**src/rtl/fufe_pkg.sv**
```systemverilog
// fufe_pkg: types, codes and character constants for the form field extractor
// no dependencies; used by form_urlencoded_field_extractor
package fufe_pkg;

	localparam int FIFO_DEPTH = 4;
	localparam int PTR_W      = $clog2(FIFO_DEPTH);
	localparam int CNT_W      = $clog2(FIFO_DEPTH + 1);

	localparam logic [7:0]  CH_EQ    = 8'h3d;
	localparam logic [7:0]  CH_AMP   = 8'h26;
	localparam logic [7:0]  CH_PLUS  = 8'h2b;
	localparam logic [7:0]  CH_PCT   = 8'h25;
	localparam logic [7:0]  CH_SPACE = 8'h20;
	localparam logic [31:0] KEY_SSID = 32'h64697373;
	localparam logic [31:0] KEY_PASS = 32'h73736170;

	typedef enum logic [1:0] {
		PH_KEY   = 2'd0,
		PH_VALUE = 2'd1,
		PH_ESC1  = 2'd2,
		PH_ESC2  = 2'd3
	} phase_t;

	typedef enum logic [1:0] {
		TGT_NAME  = 2'd0,
		TGT_PASS  = 2'd1,
		TGT_OTHER = 2'd2
	} target_t;

	typedef enum logic [1:0] {
		ST_OK        = 2'd0,
		ST_MALFORMED = 2'd1,
		ST_TOO_LONG  = 2'd2
	} status_t;

	typedef enum logic [1:0] {
		KIND_CHAR   = 2'd0,
		KIND_LENGTH = 2'd1,
		KIND_STATUS = 2'd2
	} kind_t;

	typedef struct packed {
		logic [7:0] data_byte;
		logic       byte_present;
		logic       end_of_body;
	} body_t;

	typedef struct packed {
		kind_t      kind;
		logic       target;
		logic [5:0] position;
		logic [7:0] char_value;
		logic [6:0] value_length;
		status_t    status;
		logic       final_res;
	} res_t;

	typedef struct packed {
		logic       ok;
		logic [3:0] val;
	} hex_t;

	// hex digit of either case
	function automatic hex_t hex_digit(input logic [7:0] c);
		hex_t h;
		h.ok  = 1'b1;
		h.val = 4'd0;
		if (c >= 8'h30 && c <= 8'h39) begin
			h.val = 4'(c - 8'h30);
		end else if (c >= 8'h61 && c <= 8'h66) begin
			h.val = 4'(c - 8'h57);
		end else if (c >= 8'h41 && c <= 8'h46) begin
			h.val = 4'(c - 8'h37);
		end else begin
			h.ok = 1'b0;
		end
		return h;
	endfunction

endpackage

```
**src/rtl/form_urlencoded_field_extractor.sv**
```systemverilog
// form_urlencoded_field_extractor: streaming ssid/pass extractor for a form body
// depends on fufe_pkg
//
// Takes an application/x-www-form-urlencoded body one byte item per cycle and
// decodes the values of the keys "ssid" and "pass" ('+' to space, %XX to a byte).
// Each decoded character comes out with its target and position, each finished
// value with its length, and the last item of a body is followed by a status
// item (ok, malformed, too long) flagged with final_res. An item is held in
// the input register, then one update of the parser state pushes its results
// (up to three) into a four-entry result queue; the next item is taken in the
// same cycle, so one byte per cycle is sustained while each byte yields at most
// one result and the result side keeps up. A byte that yields more (an end of
// body closing a value) leaves extra results for the output side, which the
// queue absorbs, and the input stalls only while the queue lacks room for three.
// After the status item all parser state returns to its reset values.
module form_urlencoded_field_extractor #(
	parameter int NAME_CAPACITY = 33,
	parameter int PASS_CAPACITY = 65
) (
	input  logic            clk,
	input  logic            arst_n,
	input  logic            body_valid,
	output logic            body_stall,
	input  fufe_pkg::body_t body,
	output logic            res_valid,
	input  logic            res_stall,
	output fufe_pkg::res_t  res
);

	// index width follows the larger capacity; one extra bit for the compare
	localparam int CAP_MAX = (NAME_CAPACITY > PASS_CAPACITY) ? NAME_CAPACITY : PASS_CAPACITY;
	localparam int IDX_W   = $clog2(CAP_MAX);
	localparam int CMP_W   = IDX_W + 1;
	localparam int EXT_W   = IDX_W + 7;

	// input register
	logic            valid_s1;
	fufe_pkg::body_t body_s1;

	// parser state
	fufe_pkg::phase_t  phase_q, phase_n;
	logic [31:0]       key_bytes_q, key_bytes_n;
	logic [2:0]        key_count_q, key_count_n;
	fufe_pkg::target_t tgt_q, tgt_n;
	logic [IDX_W-1:0]  widx_q, widx_n;
	logic [3:0]        hnib_q, hnib_n;
	logic              name_seen_q, name_seen_n;
	fufe_pkg::status_t err_q, err_n;

	// result queue
	fufe_pkg::res_t              fifo_q [fufe_pkg::FIFO_DEPTH];
	logic [fufe_pkg::PTR_W-1:0]  head_q, tail_q;
	logic [fufe_pkg::CNT_W-1:0]  count_q;

	logic pop, room, advance;

	// per-item decode
	logic [7:0]        b;
	fufe_pkg::hex_t    hx;
	logic              emit_req;
	logic [7:0]        emit_ch;
	logic              fin_byte;
	logic              full;
	logic [CMP_W-1:0]  cap_sel;
	logic [EXT_W-1:0]  idx_ext, len_byte_ext, len_last_ext;
	logic              r_byte_v, r_last_v, r_stat_v;
	fufe_pkg::res_t    r_byte, r_last, r_stat;
	logic [1:0]        push_cnt;
	logic [fufe_pkg::PTR_W-1:0] wr_last, wr_stat;

	// handshakes
	assign pop       = res_valid && !res_stall;
	assign res_valid = (count_q != '0);
	assign res       = fifo_q[head_q];
	// three free entries after this cycle's pop
	assign room      = (count_q <= fufe_pkg::CNT_W'(1)) ||
	                   ((count_q == fufe_pkg::CNT_W'(2)) && pop);
	assign advance   = valid_s1 && room;
	assign body_stall = valid_s1 && !room;

	always_ff @(posedge clk or negedge arst_n) begin
		if (!arst_n) begin
			valid_s1 <= 1'b0;
		end else if (body_valid && !body_stall) begin
			valid_s1 <= 1'b1;
		end else if (advance) begin
			valid_s1 <= 1'b0;
		end
	end

	always_ff @(posedge clk) begin
		if (body_valid && !body_stall) begin
			body_s1 <= body;
		end
	end

	// capacity check against the current value's target
	assign cap_sel = (tgt_q == fufe_pkg::TGT_NAME) ? CMP_W'(NAME_CAPACITY)
	                                               : CMP_W'(PASS_CAPACITY);
	assign full    = ({1'b0, widx_q} + CMP_W'(1)) >= cap_sel;
	assign idx_ext = EXT_W'(widx_q);
	assign b       = body_s1.data_byte;
	assign hx      = fufe_pkg::hex_digit(b);

	always_comb begin
		phase_n      = phase_q;
		key_bytes_n  = key_bytes_q;
		key_count_n  = key_count_q;
		tgt_n        = tgt_q;
		widx_n       = widx_q;
		hnib_n       = hnib_q;
		name_seen_n  = name_seen_q;
		err_n        = err_q;
		emit_req     = 1'b0;
		emit_ch      = 8'd0;
		fin_byte     = 1'b0;
		r_byte_v     = 1'b0;
		r_byte       = '0;
		r_last_v     = 1'b0;
		r_last       = '0;
		r_stat       = '0;
		len_last_ext = '0;

		// byte part
		if (body_s1.byte_present && err_q == fufe_pkg::ST_OK) begin
			if (phase_q == fufe_pkg::PH_KEY) begin
				if (b == fufe_pkg::CH_EQ) begin
					if (key_count_q == 3'd4 && key_bytes_q == fufe_pkg::KEY_SSID) begin
						tgt_n = fufe_pkg::TGT_NAME;
					end else if (key_count_q == 3'd4 && key_bytes_q == fufe_pkg::KEY_PASS) begin
						tgt_n = fufe_pkg::TGT_PASS;
					end else begin
						tgt_n = fufe_pkg::TGT_OTHER;
					end
					widx_n  = '0;
					phase_n = fufe_pkg::PH_VALUE;
				end else if (key_count_q < 3'd4) begin
					key_bytes_n[key_count_q[1:0]*8 +: 8] = b;
					key_count_n = key_count_q + 3'd1;
				end else begin
					key_count_n = 3'd5;
				end
			end else if (b == fufe_pkg::CH_AMP) begin
				if (phase_q == fufe_pkg::PH_VALUE) begin
					fin_byte    = (tgt_q != fufe_pkg::TGT_OTHER);
					if (tgt_q == fufe_pkg::TGT_NAME) begin
						name_seen_n = 1'b1;
					end
					key_bytes_n = '0;
					key_count_n = '0;
					phase_n     = fufe_pkg::PH_KEY;
				end else begin
					// escape cut short
					err_n = fufe_pkg::ST_MALFORMED;
				end
			end else if (phase_q == fufe_pkg::PH_VALUE) begin
				if (tgt_q != fufe_pkg::TGT_OTHER) begin
					if (b == fufe_pkg::CH_PLUS) begin
						emit_req = 1'b1;
						emit_ch  = fufe_pkg::CH_SPACE;
					end else if (b == fufe_pkg::CH_PCT) begin
						phase_n = fufe_pkg::PH_ESC1;
					end else begin
						emit_req = 1'b1;
						emit_ch  = b;
					end
				end
			end else begin
				if (!hx.ok) begin
					err_n = fufe_pkg::ST_MALFORMED;
				end else if (phase_q == fufe_pkg::PH_ESC1) begin
					hnib_n  = hx.val;
					phase_n = fufe_pkg::PH_ESC2;
				end else begin
					phase_n  = fufe_pkg::PH_VALUE;
					emit_req = 1'b1;
					emit_ch  = {hnib_q, hx.val};
				end
			end
		end

		// place a decoded character or latch too long, or give a finished value's length
		if (emit_req) begin
			if (full) begin
				err_n = fufe_pkg::ST_TOO_LONG;
			end else begin
				r_byte_v          = 1'b1;
				r_byte.kind       = fufe_pkg::KIND_CHAR;
				r_byte.target     = tgt_q[0];
				r_byte.position   = idx_ext[5:0];
				r_byte.char_value = emit_ch;
				widx_n            = widx_q + IDX_W'(1);
			end
		end else if (fin_byte) begin
			r_byte_v            = 1'b1;
			r_byte.kind         = fufe_pkg::KIND_LENGTH;
			r_byte.target       = tgt_q[0];
			r_byte.value_length = len_byte_ext[6:0];
		end

		// end of body: close an open value, then the status
		r_stat_v = body_s1.end_of_body;
		if (body_s1.end_of_body) begin
			if (err_n == fufe_pkg::ST_OK) begin
				if (phase_n == fufe_pkg::PH_ESC1 || phase_n == fufe_pkg::PH_ESC2) begin
					err_n = fufe_pkg::ST_MALFORMED;
				end else if (phase_n == fufe_pkg::PH_VALUE &&
				             tgt_n != fufe_pkg::TGT_OTHER) begin
					// length at end of body uses the index after this byte
					len_last_ext        = EXT_W'(widx_n);
					r_last_v            = 1'b1;
					r_last.kind         = fufe_pkg::KIND_LENGTH;
					r_last.target       = tgt_n[0];
					r_last.value_length = len_last_ext[6:0];
					if (tgt_n == fufe_pkg::TGT_NAME) begin
						name_seen_n = 1'b1;
					end
				end
			end
			r_stat.kind      = fufe_pkg::KIND_STATUS;
			r_stat.final_res = 1'b1;
			if (err_n != fufe_pkg::ST_OK) begin
				r_stat.status = err_n;
			end else begin
				r_stat.status = name_seen_n ? fufe_pkg::ST_OK : fufe_pkg::ST_MALFORMED;
			end
			// back to reset for the next body
			phase_n     = fufe_pkg::PH_KEY;
			key_bytes_n = '0;
			key_count_n = '0;
			tgt_n       = fufe_pkg::TGT_OTHER;
			widx_n      = '0;
			hnib_n      = '0;
			name_seen_n = 1'b0;
			err_n       = fufe_pkg::ST_OK;
		end
	end

	assign len_byte_ext = EXT_W'(widx_q);

	assign push_cnt = 2'(r_byte_v) + 2'(r_last_v) + 2'(r_stat_v);
	assign wr_last  = tail_q + fufe_pkg::PTR_W'(r_byte_v);
	assign wr_stat  = tail_q + fufe_pkg::PTR_W'(r_byte_v) + fufe_pkg::PTR_W'(r_last_v);

	always_ff @(posedge clk or negedge arst_n) begin
		if (!arst_n) begin
			phase_q     <= fufe_pkg::PH_KEY;
			key_bytes_q <= '0;
			key_count_q <= '0;
			tgt_q       <= fufe_pkg::TGT_OTHER;
			widx_q      <= '0;
			hnib_q      <= '0;
			name_seen_q <= 1'b0;
			err_q       <= fufe_pkg::ST_OK;
		end else if (advance) begin
			phase_q     <= phase_n;
			key_bytes_q <= key_bytes_n;
			key_count_q <= key_count_n;
			tgt_q       <= tgt_n;
			widx_q      <= widx_n;
			hnib_q      <= hnib_n;
			name_seen_q <= name_seen_n;
			err_q       <= err_n;
		end
	end

	always_ff @(posedge clk or negedge arst_n) begin
		if (!arst_n) begin
			head_q  <= '0;
			tail_q  <= '0;
			count_q <= '0;
		end else begin
			if (pop) begin
				head_q <= head_q + fufe_pkg::PTR_W'(1);
			end
			if (advance) begin
				tail_q <= tail_q + fufe_pkg::PTR_W'(push_cnt);
			end
			count_q <= count_q + (advance ? fufe_pkg::CNT_W'(push_cnt) : '0)
			                   - fufe_pkg::CNT_W'(pop);
		end
	end

	always_ff @(posedge clk) begin
		if (advance) begin
			if (r_byte_v) begin
				fifo_q[tail_q] <= r_byte;
			end
			if (r_last_v) begin
				fifo_q[wr_last] <= r_last;
			end
			if (r_stat_v) begin
				fifo_q[wr_stat] <= r_stat;
			end
		end
	end

`ifndef ASSERT_OFF
	a_count_bound: assert property (@(posedge clk) disable iff (!arst_n)
		count_q <= fufe_pkg::CNT_W'(fufe_pkg::FIFO_DEPTH))
		else $error("result queue overfilled");

	a_final_is_status: assert property (@(posedge clk) disable iff (!arst_n)
		res_valid && res.final_res |-> res.kind == fufe_pkg::KIND_STATUS)
		else $error("final flag on a non-status item");

	a_end_resets: assert property (@(posedge clk) disable iff (!arst_n)
		advance && body_s1.end_of_body |=>
		phase_q == fufe_pkg::PH_KEY && key_count_q == '0 &&
		err_q == fufe_pkg::ST_OK && !name_seen_q)
		else $error("parser state not cleared after end of body");

	a_error_sticky: assert property (@(posedge clk) disable iff (!arst_n)
		err_q != fufe_pkg::ST_OK && !(advance && body_s1.end_of_body) |=> $stable(err_q))
		else $error("latched error changed before end of body");
`endif

endmodule

```
**config.mk**
```make
export PLATFORM = sky130hd
export DESIGN_NAME = form_urlencoded_field_extractor
export DESIGN_NICKNAME = d
export VERILOG_FILES = /design/src/rtl/fufe_pkg.sv /design/src/rtl/form_urlencoded_field_extractor.sv
export SDC_FILE = /design/constraint.sdc
export NUM_CORES = 1
export LEC_CHECK = 0
export ABC_AREA = 1
export BUFFER_PORTS_ARGS = -buffer_cell sky130_fd_sc_hd__buf_2
export CORE_MARGIN = 5
export CORE_UTILIZATION = 50
export DETAILED_ROUTE_END_ITERATION = 8
export PLACE_DENSITY = 0.67
export SETUP_SLACK_MARGIN = 0.05
export SLEW_MARGIN = 10
export SYNTH_ARGS = -nofsm -noshare
export SYNTH_HDL_FRONTEND = slang
export SYNTH_SLANG_ARGS = --single-unit
export TNS_END_PERCENT = 100
```
**constraint.sdc**
```tcl
create_clock -name clk -period 11.8 [get_ports clk]
set_input_delay 1.77 -clock clk [delete_from_list [all_inputs] [get_ports clk]]
set_output_delay 1.77 -clock clk [all_outputs]
set_load 0.01 [all_outputs]
```
==> impl_metrics.ini, run 1 <==
[global_route]
grtUsageTotal = 0.2420
grt_max_degree = 62
grt-ovfl-total = 0
grt_pass1_wl_mm = 42.65
grt_pass1_vias = 8306
antenna_found_initial = 0

[power]
p_leak_nw = 4.566
comb_power_share = 0.389
p_sw_w = 0.0009651
p_int_w = 0.001286
total_power_w = 0.002252
seqPwrFrac = 0.353
power_density_nw_per_um2 = 216.4
power_frac_clock = 0.259
ir_drop_mv = 0.1382
netSwitchingFraction = 0.4287

[floorplan]
initial_core_util = 0.5078
die_h_um = 147.8
die_w_um = 147.8
coreArea_um2 = 18710
fp.dieArea_um2 = 21850
rows = 50
ios = 43

[yosys]
synth_seq_cells = 175
synth_area_leaders = dfxtp_1 (19%), dfrtp_1 (16%), nand2_1 (13%), edfxtp_1 (7.0%), nor2_1 (5.7%)
ys_seq_area_frac = 0.4243
synthCells = 1287
synthArstFlopShare = 0.3486
synth_ff_type = dfxtp_1
synth_edf_count = 22
ys_types = 55
synth_top_area_frac = 0.1939
yosysMostFrequentCell = nand2_1
synth_fp_nets = 1321
synth_commonest_cells = nand2_1 (338), nor2_1 (144), inv_1 (116)
syn_avg_cell_area_um2 = 7.380
ys_warn_count = 0
syn-cell-area_um2 = 9498
synth_top_area_cell = dfxtp_1

[placement]
io_buffers = 42
place_hpwl_mm = 18.18
place_congestion = 0.9275
placed_cells = 1515

[worst_setup_path]
r2r_cells = 21
critPathTopFamily = simple AND/OR/NAND/NOR gates
cp-startpoint = widx_q[0]
cp-end-kind = flip-flop
r2r-end = fifo_q[0][2]
critPathMostFrequentCell = inv_1
slowest_stage = dfrtp_1
critical_path_required_ps = 11940
r2r_slack_ps = 6670
cp_data_arrival_time_ps = 5270
r2r-start = widx_q[0]
startpoint_type = flip-flop
critPathBufInv = 5
crit_path_cell_trace = ha_1 -> nand4_1 -> or2_2 -> xor2_1 -> inv_1 -> ha_1 -> a31oi_1 -> nand3_4 -> nand2_4 -> ha_1 -> nand2_1 -> nand2_2 -> inv_1 -> or2_0 -> nand2_1 -> inv_2 -> nor3_1 -> inv_1 -> nand2_2 -> nor2_4 -> inv_1
slowest_delay_ps = 490
cp_max_fo = 24
path_class = flip-flop to flip-flop

[route]
antenna_left = 0
vias_per_cell = 5.571
vias = 8618
wl_per_cell_um = 16.65
wl_mm = 25.76
drt_iter0_markers = 819
dr.pass1.iters = 5
drc = 0

[clocking]
ctsHtreeMaxLevel = 4
clkLatencyLatePin_ps = 430
cts_hold_buf = 0
cts_buffers = 17
clkTransAtPathRegs_ps = 70
cts_resized = 0
clock-sinks = 175
cts-root-buf = clkbuf_16
post_cts_buffers = 0
clock_path_buffers = 2
cts_tree = built

[min_path]
whs_endpoint = fifo_q[0][7]
hold_class = flip-flop to flip-flop
hp-start = fifo_q[0][7]
holdPathStages = 2

[timing]
fmax_mhz = 194.9
fin_skew_ps = 10.16
fin_crit_ps = 5130
grt_setup_unrepaired = false
slew_headroom = 0.2633
hold_viol = 0
final-setup-viol-count = 0
drv_slew = 0
totalNegativeSetupSlack_ps = 0
worst_slew_pin_slew_ps = 1101
finalCritPeriodShare = 0.4347

[final_layout]
fin_cells = 1547
post-route-util = 0.5562
area_delta_synth_final_pct = 9.537
drive_gt1_frac = 0.1135
nets = 1334
diodes = 0
fillers = 1777

[run]
max_cap_viol_count = 0

[run_status]
status = finished clean
## registers in the layout, summed over array words and instances (netlist names), 2 cells and up
name,cells
widx_q,7
err_q,2
fifo_q,104
hnib_q,4
tail_q,2
head_q,2
b,8
tgt_q,2
key_bytes_q,32
count_q,3
key_count_q,3
phase_q,2
## worst register-to-register path: stages (launching register included)
cell     delay [ps]
dfrtp_1         490
ha_1            290
nand4_1         140
or2_2           300
xor2_1          190
inv_1            70
ha_1            190
a31oi_1         340
nand3_4         310
nand2_4         180
ha_1            170
nand2_1          60
nand2_2         160
inv_1           210
or2_0           260
nand2_1         140
inv_2            60
nor3_1          340
inv_1           280
nand2_2         380
nor2_4          120
inv_1           170
## final cells by class
cell class	count	area, µm²	share of cell area
inverters	135	513.0	0.04931
flip-flops and latches	175	4030	0.3874
clock buffers	20	478.0	0.04594
multi-input cells	923	4696	0.4514
well taps	234	292.8	0.02814
repair buffers	48	255.2	0.02453
clock inverters	12	138.9	0.01335
## layer usage
layer | track usage | share of wire
met1 | 0.3389 | 0.46
met2 | 0.3815 | 0.46
met3 | 0.04384 | 0.060
met4 | 0.07945 | 0.021
met5 | 0 | 0
## through the flow
stage                     worst slack (ps)  hold WS, ps  area [µm²]
after CTS                             6758        450.5       10400
after global routing                  6319        479.5       10400
final                                 6670        448.1       10400
after detailed placement              6768        433.7        9787
after floorplan                       7603        419.5        9498
after global placement                6854        433.0        9787
## worst max-delay path by stage
stage / endpoint / slack, ps / depth (start not counted)
2_1_floorplan: count_q[2] / 7600 / 20
3_3_place_gp: fifo_q[1][1] / 6850 / 8
3_5_place_dp: fifo_q[1][1] / 6770 / 8
4_1_cts: fifo_q[0][0] / 6760 / 21
5_1_grt: fifo_q[2][1] / 6320 / 20
6_report: fifo_q[0][2] / 6670 / 21
## kinds of logic after synthesis
family                   after synthesis  synth area share
AND/OR/NAND/NOR                      660            0.3133
XOR/XNOR                              10          0.009222
buffers and inverters                189           0.08128
flip-flops                           175            0.4243
adder cells (fa/ha/maj)               20           0.02793
AO/OA/AOI/OAI                        233            0.1440
## power groups by stage
stage	clock network [W]	logic [W]	registers, W
after detailed placement	0	0.000867	0.000804
after global placement	0	0.000861	0.000803
final	0.000583	0.000875	0.000794
after floorplan	0	0.000646	0.000769
after CTS	0.000592	0.000873	0.000792
after global routing	0.000620	0.000985	0.000805
## cell usage in the layout (no fill, tap or decap), drive strengths merged, types with 14 or more instances in the layout
cell type,Yosys,final
o21ai,89,89
ha,18,18
nor3,14,14
nand2,354,354
o22ai,31,31
a21oi,71,71
edfxtp,22,22
buf,25,48
nand3,101,101
clkbuf,29,20
nor2,157,157
dfxtp,92,92
o31ai,14,14
inv,131,138
dfrtp,60,60
nand4,24,24
No activity file was read; power rests on OpenSTA's default activity.
==> run 2: changes to the inputs <==
--- a/config.mk
+++ b/config.mk
@@ -10,7 +10,7 @@
 export CORE_MARGIN = 5
 export CORE_UTILIZATION = 50
 export DETAILED_ROUTE_END_ITERATION = 8
-export PLACE_DENSITY = 0.67
+export PLACE_DENSITY = 0.7
 export SETUP_SLACK_MARGIN = 0.05
 export SLEW_MARGIN = 10
 export SYNTH_ARGS = -nofsm -noshare
==> constraint.sdc (replaced) <==
create_clock -name clk -period 4.7 [get_ports clk]
set_input_delay 0.705 -clock clk [delete_from_list [all_inputs] [get_ports clk]]
set_output_delay 0.705 -clock clk [all_outputs]
set_load 0.01 [all_outputs]
==> run 2 against run 1 <==
Compared with the run above:
- clock skew up 4.0 ps
- critical path type unchanged
- power grew to 2.5 times the previous value
- via count increased by 1.0%
- largest power group unchanged
- critical path depth rose by 3
- non-clock buffer count grew 15
- sequential power grew to 2.5 times the previous value
- sequential share of layout area shrank 0.50 points
- global-route usage grew 0.35 points
- die area is the same
- largest cell class unchanged
==> impl_metrics.ini, run 2 (synthesis results as in run 1) <==
[worst_setup_path]
slowest_delay_ps = 430
r2r_cells = 24
cp.depth = 24
cp_max_fo = 6
critPathCapture = count_q[2]
r2r_slack_ps = 340
critPathBufInv = 6
crit_path_cell_trace = ha_2 -> nand4_1 -> or2_2 -> xor2_1 -> inv_1 -> ha_1 -> a31oi_4 -> nand2_1 -> nand2_1 -> nand3_1 -> inv_2 -> nand2_1 -> nor2_1 -> inv_1 -> fa_1 -> inv_1 -> nand2_1 -> ha_1 -> inv_1 -> ha_1 -> inv_1 -> fa_1 -> xnor2_1 -> xor2_1
cp-startpoint = widx_q[1]
cp-end-kind = flip-flop
critPathTopFamily = adder cells
cp_data_arrival_time_ps = 4720
r2r-end = count_q[2]
critPathMostFrequentCell = inv_1
r2r-start = widx_q[1]
slowest_stage = fa_1
path_class = flip-flop to flip-flop
critical_path_required_ps = 5060
startpoint_type = flip-flop

[power]
comb_power_share = 0.396
p_leak_nw = 4.640
power_frac_clock = 0.257
p_sw_w = 0.002486
seqPwrFrac = 0.347
ir_drop_mv = 0.6291
netSwitchingFraction = 0.4338
total_power_w = 0.005731
power_density_nw_per_um2 = 543.6
p_int_w = 0.003245

[timing]
grt_setup_unrepaired = false
fmax_mhz = 229.1
fin_crit_ps = 4365
finalCritPeriodShare = 0.9287
slew_headroom = 0.2848
fin_skew_ps = 14.20
worst_slew_pin_slew_ps = 1066
setup_ws_ps = 335.0
hold_viol = 0
final-setup-viol-count = 0
totalNegativeSetupSlack_ps = 0
drv_slew = 0

[global_route]
grtUsageTotal = 0.2455
grt_pass1_wl_mm = 43.49
grt_max_degree = 54
grt-ovfl-total = 0
antenna_found_initial = 0
grt_pass1_vias = 8221

[route]
vias_per_cell = 5.575
vias = 8708
wl_per_cell_um = 16.91
antenna_left = 0
drc = 0
drt_iter0_markers = 826
wl_mm = 26.41
dr.pass1.iters = 5

[clocking]
clkTransAtPathRegs_ps = 70
cts_tree = built
clock_path_buffers = 2
cts-root-buf = clkbuf_16
clkLatencyLatePin_ps = 440
cts_buffers = 17
ctsHtreeMaxLevel = 4
clock-sinks = 175
cts_hold_buf = 0

[final_layout]
fin_area_um2 = 10540
final_cell_mix = nand2_1 (338), nor2_1 (144), inv_1 (116)
area_delta_synth_final_pct = 11.01
nets = 1349
largest_register = fifo_q
final_common_cell = nand2_1
drive_gt1_frac = 0.1258
largest_reg_flops = 104
fillers = 1737
diodes = 0
fin_cells = 1562

[placement]
placed_cells = 1530
place_congestion = 0.9064
place_hpwl_mm = 18.33
placed_cell_area_um2 = 9899
dp_slack_ps = 249.1
io_buffers = 42

[floorplan]
die_w_um = 147.8
die_h_um = 147.8
rows = 50
fp.dieArea_um2 = 21850
ios = 43
initial_core_util = 0.5078
coreArea_um2 = 18710

[run_status]
status = finished clean

[run]
max_cap_viol_count = 0

[min_path]
hold_class = primary input to async pin
[run 2: timing repair]
item                       4_1_cts  5_1_grt
setup buffers                    0        0
resized for setup                0        4
setup endpoints to repair        0       21
[run 2: layout make-up]
| class | count | area (µm²) | area share |
|---|---|---|---|
| clock buffers | 20 | 500.5 | 0.04747 |
| clock inverters | 12 | 125.1 | 0.01187 |
| inverters | 135 | 513.0 | 0.04865 |
| multi-input cells | 923 | 4713 | 0.4470 |
| flip-flops and latches | 175 | 4031 | 0.3823 |
| well taps | 234 | 292.8 | 0.02777 |
| repair buffers | 63 | 367.9 | 0.03489 |
[run 2: per-layer routing]
layer	wire, µm	vias up	track usage
met1	12150	4025	0.3486
met3	1792	54	0.04169
met5	0	-	0
met2	11870	336	0.3882
li1	-	4293	-
met4	595	0	0.07067
[run 2: worst min-delay path by stage]
stage / end / slack (ps)
5_1_grt: key_bytes_q[26] / 310
2_1_floorplan: count_q[0] / 410
3_3_place_gp: fifo_q[0][5] / 430
4_1_cts: key_bytes_q[26] / 280
6_report: key_bytes_q[26] / 270
3_5_place_dp: fifo_q[0][8] / 440
[run 2: power groups by stage]
stage / logic (W) / clock network, W / registers, W
after floorplan: 0.00162 / 0 / 0.00193
after global placement: 0.00223 / 0 / 0.00200
after detailed placement: 0.00224 / 0 / 0.00201
after CTS: 0.00226 / 0.00149 / 0.00198
after global routing: 0.00253 / 0.00156 / 0.00202
final: 0.00227 / 0.00147 / 0.00199
[run 2: worst register-to-register path, stage by stage (launching register included)]
cell and delay [ps]:
dfrtp_2 420, ha_2 230, nand4_1 150, or2_2 320, xor2_1 190, inv_1 70
ha_1 230, a31oi_4 210, nand2_1 110, nand2_1 60, nand3_1 100, inv_2 120
nand2_1 60, nor2_1 130, inv_1 70, fa_1 430, inv_1 90, nand2_1 70
ha_1 280, inv_1 60, ha_1 130, inv_1 50, fa_1 370, xnor2_1 180
xor2_1 170
[run 2: through the flow]
stage | hold slack [ps] | util
2_1_floorplan | 409.4 | -
3_3_place_gp | 432.7 | 0.5292
3_5_place_dp | 439.4 | 0.5292
4_1_cts | 277.9 | 0.5627
5_1_grt | 311.9 | 0.5637
6_report | 271.8 | 0.5637
==> run 3: changes to the inputs <==
==> constraint.sdc (replaced) <==
create_clock -name clk -period 4.7 [get_ports clk]
set_input_delay 0.705 -clock clk [delete_from_list [all_inputs] [get_ports clk]]
set_output_delay 0.705 -clock clk [all_outputs]
set_load 0.1 [all_outputs]
==> run 3 against run 2 <==
Compared with the run above:
- clock-buffer cell count rose by 1
- final area down 0.21%
- sequential power about the same
- power increased by 20%
- critical path depth unchanged
- first-iteration DRC count down 5.2%
- maximum frequency about the same
- combinational power rose by 52%
- largest power group unchanged
==> impl_metrics.ini, run 3 (synthesis results as in run 1) <==
[run_status]
status = finished clean

[clocking]
clock-sinks = 175
clkLatencyLatePin_ps = 440
cts-root-buf = clkbuf_16
cts_buffers = 17
clock_path_buffers = 2
clkTransAtPathRegs_ps = 70
cts_tree = built
ctsHtreeMaxLevel = 4

[global_route]
grt-ovfl-total = 0
met2_usage = 0.3776
grt_max_degree = 54
grtUsageTotal = 0.2466
grt_pass1_vias = 8340
grt_pass1_wl_mm = 43.82
antenna_found_initial = 0
use_met3 = 0.04169
grtUsageMet1 = 0.3523
grt-busiest-layer = met2

[timing]
grt_setup_unrepaired = false
totalNegativeSetupSlack_ps = 0
fmax_mhz = 228.9
slew_headroom = 0.2878
fin_hold_ws_ps = 268.8
drv_slew = 0
hold_viol = 0
finalCritPeriodShare = 0.9296
fin_crit_ps = 4369
final-setup-viol-count = 0
worst_slew_pin_slew_ps = 1061
fin_skew_ps = 15.24

[route]
drt_iter0_markers = 783
drc = 0
wl_per_cell_um = 16.96
dr.pass1.iters = 5
vias_per_cell = 5.644
wl_mm = 26.50
vias = 8816
antenna_left = 0

[worst_setup_path]
r2r-end = count_q[2]
r2r_cells = 24
r2r_slack_ps = 330
startpoint_type = flip-flop
critical_path_required_ps = 5060
path_class = flip-flop to flip-flop
cp-end-kind = flip-flop
cp_data_arrival_time_ps = 4730
r2r-start = widx_q[1]
cp_max_fo = 6

[power]
p_leak_nw = 4.649
seqPwrFrac = 0.288
ir_drop_mv = 0.6910
total_power_w = 0.006894
netSwitchingFraction = 0.5304
power_frac_clock = 0.212
p_int_w = 0.003237
power_density_nw_per_um2 = 655.2
comb_power_share = 0.500
p_sw_w = 0.003657

[run]
max_cap_viol_count = 0

[placement]
place_hpwl_mm = 18.38
placed_cell_area_um2 = 9899
place_congestion = 0.9098
io_buffers = 42

[final_layout]
drive_gt1_frac = 0.1242
seqCellArea_um2 = 4030
area_delta_synth_final_pct = 10.78
final_cell_mix = nand2_1 (338), nor2_1 (144), inv_1 (116)
diodes = 0
fillers = 1735
final_common_cell = nand2_1
nets = 1349
largest_reg_flops = 104
fin_area_um2 = 10520
largest_register = fifo_q
multi_input_area_um2 = 4702

[min_path]
hold_class = primary input to async pin

[floorplan]
rows = 50
fp.dieArea_um2 = 21850
initial_core_util = 0.5078
coreArea_um2 = 18710
die_w_um = 147.8
ios = 43
die_h_um = 147.8
## run 3: area by class of cell
| type | instances | share of cell area |
|---|---|---|
| timing repair buffer | 63 | 0.03496 |
| inverter | 135 | 0.04876 |
| tap | 234 | 0.02783 |
| clock buffer | 21 | 0.04781 |
| multi-input combinational | 923 | 0.4469 |
| sequential | 175 | 0.3830 |
| clock inverter | 11 | 0.01070 |
## run 3: timing repair
| action | CTS | global route |
|---|---|---|
| setup buffers | 0 | 0 |
| resized for setup | 0 | 1 |
| setup endpoints to repair | 0 | 21 |
| hold buffers | 0 | 0 |
## run 3: per-stage QoR
step | setup slack [ps] | util | instances
global placement | 374.5 | 0.5292 | 1530
finish | 330.9 | 0.5625 | 1562
floorplan | 503.4 | - | 1287
CTS | 267.5 | 0.5621 | 1562
detailed placement | 303.7 | 0.5292 | 1530
global route | 32.23 | 0.5625 | 1562
## run 3: worst max-delay path: stages (launching register included)
cell	delay, ps
dfrtp_1	420
ha_1	250
nand4_1	150
or2_2	310
xor2_1	170
inv_1	60
ha_1	210
a31oi_2	260
nand2_1	110
nand2_1	70
nand3_1	90
inv_2	110
nand2_1	70
nor2_1	130
inv_1	70
fa_1	430
inv_1	90
nand2_1	60
ha_1	280
inv_1	60
ha_1	130
inv_1	50
fa_1	370
xnor2_1	180
xor2_1	160
## run 3: worst max-delay path by stage
stage | slack, ps | endpoint | start | depth (start not counted)
floorplan | 500 | count_q[2] | widx_q[0] | 20
detailed placement | 300 | count_q[2] | widx_q[1] | 24
global placement | 370 | count_q[2] | widx_q[1] | 24
CTS | 270 | count_q[2] | widx_q[1] | 24
global route | 30 | count_q[2] | widx_q[1] | 24
finish | 330 | count_q[2] | widx_q[1] | 24
## run 3: power by group through the flow
stage	clock [W]	combinational, W	sequential, W
2_1_floorplan	0	0.00280	0.00193
3_3_place_gp	0	0.00340	0.00200
3_5_place_dp	0	0.00341	0.00201
4_1_cts	0.00148	0.00343	0.00198
5_1_grt	0.00155	0.00369	0.00202
6_report	0.00146	0.00344	0.00199
## run 3: routing by layer
metal / wire [µm] / part of all wire
met3: 1875 / 0.071
met2: 11640 / 0.44
met5: 0 / 0
met1: 12180 / 0.46
met4: 804 / 0.030
